### src/rtl/core/fraction_reduce_gcd_top_assert.svh
// Assertion macros shared by the fraction reduction RTL.
// Needs no other file; include by bare name ahead of the module header.
`ifndef FRACTION_REDUCE_GCD_TOP_ASSERT_SVH
`define FRACTION_REDUCE_GCD_TOP_ASSERT_SVH

// Same-cycle implication, checked out of reset
`define FRG_ASSERT_NOW(label, clk, rst_n, ante, cons, msg) \
	label: assert property (@(posedge clk) disable iff (!rst_n) (ante) |-> (cons)) \
		else $error(msg);

// Next-cycle implication, checked out of reset
`define FRG_ASSERT_NEXT(label, clk, rst_n, ante, cons, msg) \
	label: assert property (@(posedge clk) disable iff (!rst_n) (ante) |=> (cons)) \
		else $error(msg);

`endif

### src/rtl/core/frg_pkg.sv
// Types and constants for the fraction reduction block.
// No dependencies; imported by every module of the block.
package frg_pkg;

	localparam int unsigned DATA_W    = 32;
	localparam int unsigned DIV_CNT_W = $clog2(DATA_W + 1);

	typedef struct packed {
		logic signed [DATA_W-1:0] num_in;
		logic signed [DATA_W-1:0] den_in;
	} frg_in_t;

	typedef struct packed {
		logic signed [DATA_W-1:0] num_out;
		logic signed [DATA_W-1:0] den_out;
		logic                     invalid;
	} frg_out_t;

	typedef enum logic [2:0] {
		ST_IDLE,
		ST_CHECK,
		ST_MOD_WAIT,
		ST_QN_WAIT,
		ST_QD_WAIT
	} frg_state_t;

	typedef enum logic [1:0] {
		DIV_SEL_MOD,
		DIV_SEL_QN,
		DIV_SEL_QD
	} frg_div_sel_t;

	typedef struct packed {
		logic         load;
		logic         div_start;
		frg_div_sel_t div_sel;
		logic         gcd_step;
		logic         qn_take;
		logic         finish;
	} frg_cmd_t;

	typedef struct packed {
		logic den_zero;
		logic b_zero;
		logic div_done;
	} frg_sts_t;

endpackage

### src/rtl/core/fraction_reduce_gcd_top.sv
// From the accepting edge to the edge that takes the result: an invalid fraction (zero
// denominator) finishes straight from the check state. Otherwise each Euclid remainder step (up to
// ~46 steps) runs the bit-serial divider once, followed by the two quotient divisions and the
// result register.
// Throughput: one transaction at a time; busy is high from acceptance until the result
// is registered, and done is a one-cycle strobe the receiver cannot stall.
`include "fraction_reduce_gcd_top_assert.svh"

module fraction_reduce_gcd_top
	import frg_pkg::*;
(
	input  logic     clk,
	input  logic     arst_n,
	input  logic     start,
	output logic     busy,
	input  frg_in_t  req,
	output logic     done,
	output frg_out_t res
);

	// Reset: arst_n asynchronously returns the controller to idle and clears the strobe.
	frg_cmd_t cmd;
	frg_sts_t sts;

	frg_ctrl u_ctrl (
		.clk    (clk),
		.arst_n (arst_n),
		.start  (start),
		.sts    (sts),
		.busy   (busy),
		.cmd    (cmd)
	);

	frg_dp u_dp (
		.clk    (clk),
		.arst_n (arst_n),
		.req    (req),
		.cmd    (cmd),
		.sts    (sts),
		.done   (done),
		.res    (res)
	);

	`FRG_ASSERT_NOW(a_top_done_idle, clk, arst_n, done, !busy, "result strobed while still busy")
	`FRG_ASSERT_NOW(a_top_den_nonzero, clk, arst_n, done && !res.invalid, res.den_out != '0, "valid result with zero denominator")
	`FRG_ASSERT_NOW(a_top_invalid_den, clk, arst_n, done && res.invalid, res.den_out == '0, "invalid flag without zero denominator")

endmodule

### src/rtl/core/frg_div.sv
// Radix-2 restoring unsigned divider, one quotient bit per cycle.
// Depends on frg_pkg for the data width.
`include "fraction_reduce_gcd_top_assert.svh"

module frg_div
	import frg_pkg::*;
(
	input  logic              clk,
	input  logic              arst_n,
	input  logic              start,
	input  logic [DATA_W-1:0] dividend,
	input  logic [DATA_W-1:0] divisor,
	output logic              done,
	output logic [DATA_W-1:0] quot,
	output logic [DATA_W-1:0] rem
);

	logic                 busy_q;
	logic                 done_q;
	logic [DIV_CNT_W-1:0] cnt_q;
	logic [DATA_W-1:0]    rem_q;
	logic [DATA_W-1:0]    quot_q;
	logic [DATA_W-1:0]    dvs_q;
	logic [DATA_W:0]      trial;
	logic [DATA_W:0]      diff;
	logic                 qbit;
	logic [DATA_W-1:0]    next_rem;

	// Trial subtract of the divisor from the shifted partial remainder
	always_comb begin
		trial    = {rem_q, quot_q[DATA_W-1]};
		diff     = trial - {1'b0, dvs_q};
		qbit     = ~diff[DATA_W];
		next_rem = qbit ? diff[DATA_W-1:0] : trial[DATA_W-1:0];
	end

	// Sequence the bit steps and pulse done after the last one
	always_ff @(posedge clk or negedge arst_n) begin
		if (!arst_n) begin
			busy_q <= 1'b0;
			done_q <= 1'b0;
			cnt_q  <= '0;
		end else begin
			done_q <= 1'b0;
			if (start) begin
				busy_q <= 1'b1;
				cnt_q  <= DIV_CNT_W'(DATA_W);
			end else if (busy_q) begin
				cnt_q <= cnt_q - 1'b1;
				if (cnt_q == DIV_CNT_W'(1)) begin
					busy_q <= 1'b0;
					done_q <= 1'b1;
				end
			end
		end
	end

	// Load operands, then shift quotient bits in
	always_ff @(posedge clk) begin
		if (start) begin
			rem_q  <= '0;
			quot_q <= dividend;
			dvs_q  <= divisor;
		end else if (busy_q) begin
			rem_q  <= next_rem;
			quot_q <= {quot_q[DATA_W-2:0], qbit};
		end
	end

	assign done = done_q;
	assign quot = quot_q;
	assign rem  = rem_q;

	`FRG_ASSERT_NOW(a_div_no_restart, clk, arst_n, start, !busy_q, "divider restarted while busy")
	`FRG_ASSERT_NEXT(a_div_done_after_busy, clk, arst_n, busy_q && cnt_q == DIV_CNT_W'(1) && !start, done_q, "divider missed its done pulse")
	`FRG_ASSERT_NOW(a_div_done_idle, clk, arst_n, done_q, !busy_q, "divider done while still busy")

endmodule

### src/rtl/core/frg_dp.sv
// Datapath: operand magnitudes, Euclid registers, shared divider, result register.
// Depends on frg_pkg and frg_div.
module frg_dp
	import frg_pkg::*;
(
	input  logic     clk,
	input  logic     arst_n,
	input  frg_in_t  req,
	input  frg_cmd_t cmd,
	output frg_sts_t sts,
	output logic     done,
	output frg_out_t res
);

	logic [DATA_W-1:0] num_q;
	logic [DATA_W-1:0] den_q;
	logic [DATA_W-1:0] an_q;
	logic [DATA_W-1:0] ad_q;
	logic [DATA_W-1:0] a_q;
	logic [DATA_W-1:0] b_q;
	logic [DATA_W-1:0] qn_q;
	logic              neg_q;
	logic              valid_q;
	frg_out_t          res_q;

	logic [DATA_W-1:0] num_raw;
	logic [DATA_W-1:0] den_raw;
	logic [DATA_W-1:0] num_mag;
	logic [DATA_W-1:0] den_mag;
	logic [DATA_W-1:0] div_dividend;
	logic [DATA_W-1:0] div_divisor;
	logic              div_done;
	logic [DATA_W-1:0] div_quot;
	logic [DATA_W-1:0] div_rem;
	logic [DATA_W-1:0] num_red;

	// Take magnitudes of the incoming operands
	always_comb begin
		num_raw = DATA_W'(req.num_in);
		den_raw = DATA_W'(req.den_in);
		num_mag = num_raw[DATA_W-1] ? ('0 - num_raw) : num_raw;
		den_mag = den_raw[DATA_W-1] ? ('0 - den_raw) : den_raw;
	end

	// Select divider operands: remainder step, or a magnitude over the gcd
	always_comb begin
		unique case (cmd.div_sel)
			DIV_SEL_MOD: begin
				div_dividend = a_q;
				div_divisor  = b_q;
			end
			DIV_SEL_QN: begin
				div_dividend = an_q;
				div_divisor  = a_q;
			end
			DIV_SEL_QD: begin
				div_dividend = ad_q;
				div_divisor  = a_q;
			end
			default: begin
				div_dividend = a_q;
				div_divisor  = b_q;
			end
		endcase
	end

	frg_div u_div (
		.clk      (clk),
		.arst_n   (arst_n),
		.start    (cmd.div_start),
		.dividend (div_dividend),
		.divisor  (div_divisor),
		.done     (div_done),
		.quot     (div_quot),
		.rem      (div_rem)
	);

	// Capture operands, advance Euclid, hold the reduced numerator
	always_ff @(posedge clk) begin
		if (cmd.load) begin
			num_q <= num_raw;
			den_q <= den_raw;
			an_q  <= num_mag;
			ad_q  <= den_mag;
			a_q   <= num_mag;
			b_q   <= den_mag;
			neg_q <= num_raw[DATA_W-1] ^ den_raw[DATA_W-1];
		end else if (cmd.gcd_step) begin
			a_q <= b_q;
			b_q <= div_rem;
		end
		if (cmd.qn_take) begin
			qn_q <= div_quot;
		end
	end

	// Apply the fraction's sign to the numerator, never to zero
	assign num_red = (neg_q && qn_q != '0) ? ('0 - qn_q) : qn_q;

	// Register the result for its one-cycle strobe
	always_ff @(posedge clk or negedge arst_n) begin
		if (!arst_n) begin
			valid_q <= 1'b0;
		end else begin
			valid_q <= cmd.finish;
		end
	end

	always_ff @(posedge clk) begin
		if (cmd.finish) begin
			if (den_q == '0) begin
				res_q.num_out <= num_q;
				res_q.den_out <= den_q;
				res_q.invalid <= 1'b1;
			end else begin
				res_q.num_out <= num_red;
				res_q.den_out <= div_quot;
				res_q.invalid <= 1'b0;
			end
		end
	end

	assign sts.den_zero = (den_q == '0);
	assign sts.b_zero   = (b_q == '0);
	assign sts.div_done = div_done;
	assign done         = valid_q;
	assign res          = res_q;

endmodule

### src/rtl/core/frg_ctrl.sv
// Controller state machine sequencing Euclid steps and the two final divisions.
// Depends on frg_pkg.
`include "fraction_reduce_gcd_top_assert.svh"

module frg_ctrl
	import frg_pkg::*;
(
	input  logic     clk,
	input  logic     arst_n,
	input  logic     start,
	input  frg_sts_t sts,
	output logic     busy,
	output frg_cmd_t cmd
);

	frg_state_t state_q;
	frg_state_t state_d;

	always_ff @(posedge clk or negedge arst_n) begin
		if (!arst_n) begin
			state_q <= ST_IDLE;
		end else begin
			state_q <= state_d;
		end
	end

	// Next state
	always_comb begin
		state_d = state_q;
		unique case (state_q)
			ST_IDLE: begin
				if (start) state_d = ST_CHECK;
			end
			ST_CHECK: begin
				priority if (sts.den_zero) state_d = ST_IDLE;
				else if (sts.b_zero)       state_d = ST_QN_WAIT;
				else                       state_d = ST_MOD_WAIT;
			end
			ST_MOD_WAIT: begin
				if (sts.div_done) state_d = ST_CHECK;
			end
			ST_QN_WAIT: begin
				if (sts.div_done) state_d = ST_QD_WAIT;
			end
			ST_QD_WAIT: begin
				if (sts.div_done) state_d = ST_IDLE;
			end
			default: state_d = ST_IDLE;
		endcase
	end

	// Datapath commands
	always_comb begin
		cmd         = '0;
		cmd.div_sel = DIV_SEL_MOD;
		unique case (state_q)
			ST_IDLE: begin
				cmd.load = start;
			end
			ST_CHECK: begin
				priority if (sts.den_zero) begin
					cmd.finish = 1'b1;
				end else if (sts.b_zero) begin
					cmd.div_start = 1'b1;
					cmd.div_sel   = DIV_SEL_QN;
				end else begin
					cmd.div_start = 1'b1;
					cmd.div_sel   = DIV_SEL_MOD;
				end
			end
			ST_MOD_WAIT: begin
				cmd.gcd_step = sts.div_done;
			end
			ST_QN_WAIT: begin
				cmd.qn_take   = sts.div_done;
				cmd.div_start = sts.div_done;
				cmd.div_sel   = DIV_SEL_QD;
			end
			ST_QD_WAIT: begin
				cmd.finish = sts.div_done;
			end
			default: begin
				cmd.load = 1'b0;
			end
		endcase
	end

	assign busy = (state_q != ST_IDLE);

	`FRG_ASSERT_NEXT(a_ctrl_accept, clk, arst_n, start && state_q == ST_IDLE, state_q == ST_CHECK, "accepted transaction did not reach the check state")
	`FRG_ASSERT_NOW(a_ctrl_done_waiting, clk, arst_n, sts.div_done, state_q == ST_MOD_WAIT || state_q == ST_QN_WAIT || state_q == ST_QD_WAIT, "divider finished with no division pending")
	`FRG_ASSERT_NOW(a_ctrl_one_cmd, clk, arst_n, 1'b1, $onehot0({cmd.load, cmd.gcd_step, cmd.finish}), "conflicting datapath commands")

endmodule

### config.mk
export PLATFORM = sky130hd
export DESIGN_NAME = fraction_reduce_gcd_top
export DESIGN_NICKNAME = d
export VERILOG_FILES = /design/src/rtl/core/frg_pkg.sv /design/src/rtl/core/fraction_reduce_gcd_top.sv /design/src/rtl/core/frg_div.sv /design/src/rtl/core/frg_dp.sv /design/src/rtl/core/frg_ctrl.sv
export VERILOG_INCLUDE_DIRS = /design/src /design/src/rtl/core
export SDC_FILE = /design/constraint.sdc
export NUM_CORES = 1
export LEC_CHECK = 0
export BUFFER_PORTS_ARGS = -buffer_cell sky130_fd_sc_hd__buf_2
export CAP_MARGIN = 10
export CORE_ASPECT_RATIO = 0.5
export CORE_MARGIN = 2
export CORE_UTILIZATION = 40
export CTS_BUF_LIST = sky130_fd_sc_hd__clkbuf_4
export DETAILED_ROUTE_END_ITERATION = 7
export PLACE_DENSITY_LB_ADDON = 0.08
export SLEW_MARGIN = 30
export SYNTH_ARGS = -nofsm -noshare
export SYNTH_HDL_FRONTEND = slang
export SYNTH_HIERARCHICAL = 1
export SYNTH_SLANG_ARGS = --single-unit
### constraint.sdc
create_clock -name clk -period 8.9 [get_ports clk]
set_input_delay 0.89 -clock clk [delete_from_list [all_inputs] [get_ports clk]]
set_output_delay 0.89 -clock clk [all_outputs]
set_load 0.05 [all_outputs]
==> metrics.yaml <==
grt:
  antenna_found_initial: 4
  grt_pass1_vias: 13020
  grt_use_total: 0.2235
  grt_pass1_wl_um: 84220
  grt_overflow: 0
  grt_start_max_net_pins: 97
die:
  die-area_um2: 50740
  core_um2: 48350
  row_count: 57
  initial_utilization: 0.4041
  dieHeight_um: 160.3
  die_w_um: 316.6
  ioPinCount: 134
synth:
  syn_nets: 1673
  avgSynthCellArea_um2: 12.48
  yosys.area_share.simple: 0.1098
  synth_top_family_by_area: "compound AO/OA/AOI/OAI gates"
  yosys.area.top_type: "edfxtp_1"
  synthXorXnorAreaFrac: 0.04828
  synth_fa_ha_area_frac: 0.02600
  yosysUniqueCellTypes: 88
  synth-seq-cells: 396
  synth-compound-area-share: 0.1199
  syn-cell-area_um2: 19540
  synth_edf_count: 352
  synthFlopType: "edfxtp_1"
  synth_area_leaders: "edfxtp_1, mux2_2, dfxtp_1, xnor2_1, ha_1"
  synth_mux_area_frac: 0.07530
  yosys_warnings: 6
  netlist_instances: 1566
  async_flop_share: 0.03030
  synth_top_area_frac: 0.5409
  ys_seq_area_frac: 0.5891
setup_path:
  cp_slowest_cell: "buf_6"
  crit_arrival_ps: 4570
  rr_startpoint: "u_dp/den_q[11]"
  worstPathRequired_ps: 9400
  cp_common_cell: "buf_4"
  reg2reg_slack_ps: 4830
  r2r_end: "u_dp/u_div/quot[29]"
  slowest_delay_ps: 560
  reg2regPathDepth: 12
  crit_chain: "nor4_1 -> and4_1 -> nand2_2 -> buf_4 -> clkinv_1 -> buf_4 -> nor4b_1 -> inv_1 -> ha_2 -> buf_6 -> o21ai_0 -> mux2_2"
  cp-end-kind: "flop"
  worstSetupPathType: "flop to flop"
  path_max_fanout: 96
  cp-start-kind: "flop"
clocking:
  cts_max_level: 3
  cts_buffers: 98
  cts_sinks: 396
  cts_buffer_depth: 3
  tritoncts: "yes"
  post_cts_buffers: 0
  cts.clk_slew.worst_paths_ps: 70
  cts_root_buf: "clkbuf_4"
  insertion_delay_ps: 800
route:
  num_vias: 13550
  dr.first_iter.drc_count: 1267
  wire_per_inst_um: 23.09
  viasPerCell: 5.534
  drc_errors: 0
  firstDrtPassIters: 5
  postRouteAntennaNets: 0
  wirelength_um: 56520
final_layout:
  fin_nets: 1836
  drive_gt1_frac: 0.2710
  final-instance-count-excl-fill: 2448
  area_delta_synth_final_pct: 12.84
  final_cell_mix: "edfxtp_1, clkbuf_4, buf_2, nand2_1, mux2_2"
  mostFrequentLayoutCell: "edfxtp_1"
flow_run:
  maxCapViolCount: 0
sta:
  fin_crit_ps: 4067
  tightest_slew_ps: 965.5
  skew_ps: 54.89
  setup_viol: 0
  slew_headroom: 0.3504
  rsz0062_at_grt: "false"
  final.period_utilization: 0.4569
  hold_violations: 0
  hold_ws_ps: 321.6
  fmax_ghz: 0.2459
  fin_tns_setup_ps: 0
  drv_slew: 0
placed_design:
  numPortBuffers: 133
  dpl.hpwl_um: 40330
  place_congestion: 0.8513
  place_inst: 2277
status:
  status: "complete, no violations"
pwr:
  power.leakage_nw: 7.897
  p_per_area_nw_per_um2: 220.6
  peakVddDrop_mv: 0.08154
worst_hold_path:
  min_to: "u_dp/den_q[7]"
  hold_path_depth: 1
  min_path_type: "input pin to flop"
  worstHoldStart: "req[7]"
critical path, delay by kind of cell (launching register included):
family,cells,cell delay [ps]
simple gates,4,890
buf+inv,5,1560
fa+ha+maj,1,330
flops,1,330
mux,1,300
compound gates,1,220
logic make-up after synthesis:
group,after synthesis
adders and majority gates,40
muxes,131
buffers and inverters,146
and+or+nand+nor,425
AOI/OAI and AO/OA,322
DFF,396
xor gates and xnor gates,106
registers in the layout, summed over array words and instances (netlist names), 32 cells and up:
signal and count:
u_dp/res 65, u_dp/b_q 32, u_dp/u_div/rem 32, u_dp/u_div/dvs_q 32, u_dp/num_q 32, u_dp/den_q 32
u_dp/a_q 32, u_dp/qn_q 32, u_dp/u_div/quot 32
synthesized netlist by cell type (all sizes together), types with 27 or more instances:
| library cell | instances |
|---|---|
| clkbuf | 70 |
| nor2 | 89 |
| xnor2 | 74 |
| edfxtp | 352 |
| a21oi | 44 |
| inv | 56 |
| o41ai | 28 |
| or3 | 27 |
| xor2 | 32 |
| a22oi | 32 |
| ha | 39 |
| and2 | 33 |
| mux2 | 128 |
| o21ai | 91 |
| dfxtp | 32 |
| nand2 | 130 |
| nor4 | 32 |
repair_timing:
| item | in CTS | in global routing |
|---|---|---|
| setup endpoints to repair | 0 | 0 |
| gates resized for setup | 0 | 0 |
| hold buffers | 1 | 0 |
| endpoints found under the hold margin | 12 | 0 |
layer usage:
metal / vias up / GRT usage / share of wire
li1: 6338 / - / -
met1: 6624 / 0.3742 / 0.53
met2: 517 / 0.2817 / 0.38
met3: 69 / 0.04883 / 0.076
met4: 0 / 0.05403 / 0.016
met5: - / 0 / 0
stage by stage:
stage / util / worst slack [ps] / cell area (um2) / power, mW
global placement: 0.4297 / 4733 / 20780 / 3.355
CTS: 0.4557 / 4843 / 22040 / 4.902
global route: 0.4559 / 4433 / 22050 / 5.131
finish: 0.4560 / 4833 / 22050 / 4.863
floorplan: - / 2563 / 19540 / 3.082
detailed placement: 0.4304 / 4876 / 20810 / 3.369
worst max-delay path by stage:
stage	from	endpoint	slack, ps	cells past startpoint
after global placement	u_dp/den_q[0]	u_dp/u_div/quot[22]	4730	11
after floorplan	u_ctrl/state_q[1]	u_dp/a_q[0]	2560	6
final	u_dp/den_q[11]	u_dp/u_div/quot[29]	4830	12
after global routing	u_dp/den_q[0]	u_dp/u_div/quot[17]	4430	12
after detailed placement	u_dp/den_q[0]	u_dp/u_div/quot[10]	4880	12
after CTS	u_dp/den_q[8]	u_dp/u_div/quot[29]	4840	12
power breakdown:
group / switching, mW / total (mW) / internal [mW]
registers: 0.145 / 2.29 / 2.14
clock network: 0.744 / 1.52 / 0.774
logic: 0.580 / 1.06 / 0.478
total: 1.47 / 4.86 / 3.39
area by class of cell:
cell class,count,area (um2)
antenna,2,5.005
multi-input combinational,1024,7446
sequential,396,11510
clock buffer,146,1096
timing repair buffer,152,845.8
fill,4455,26310
inverter,57,214.0
tap,649,812.0
clock inverter,22,117.6
(Power assumes the default switching activity.)
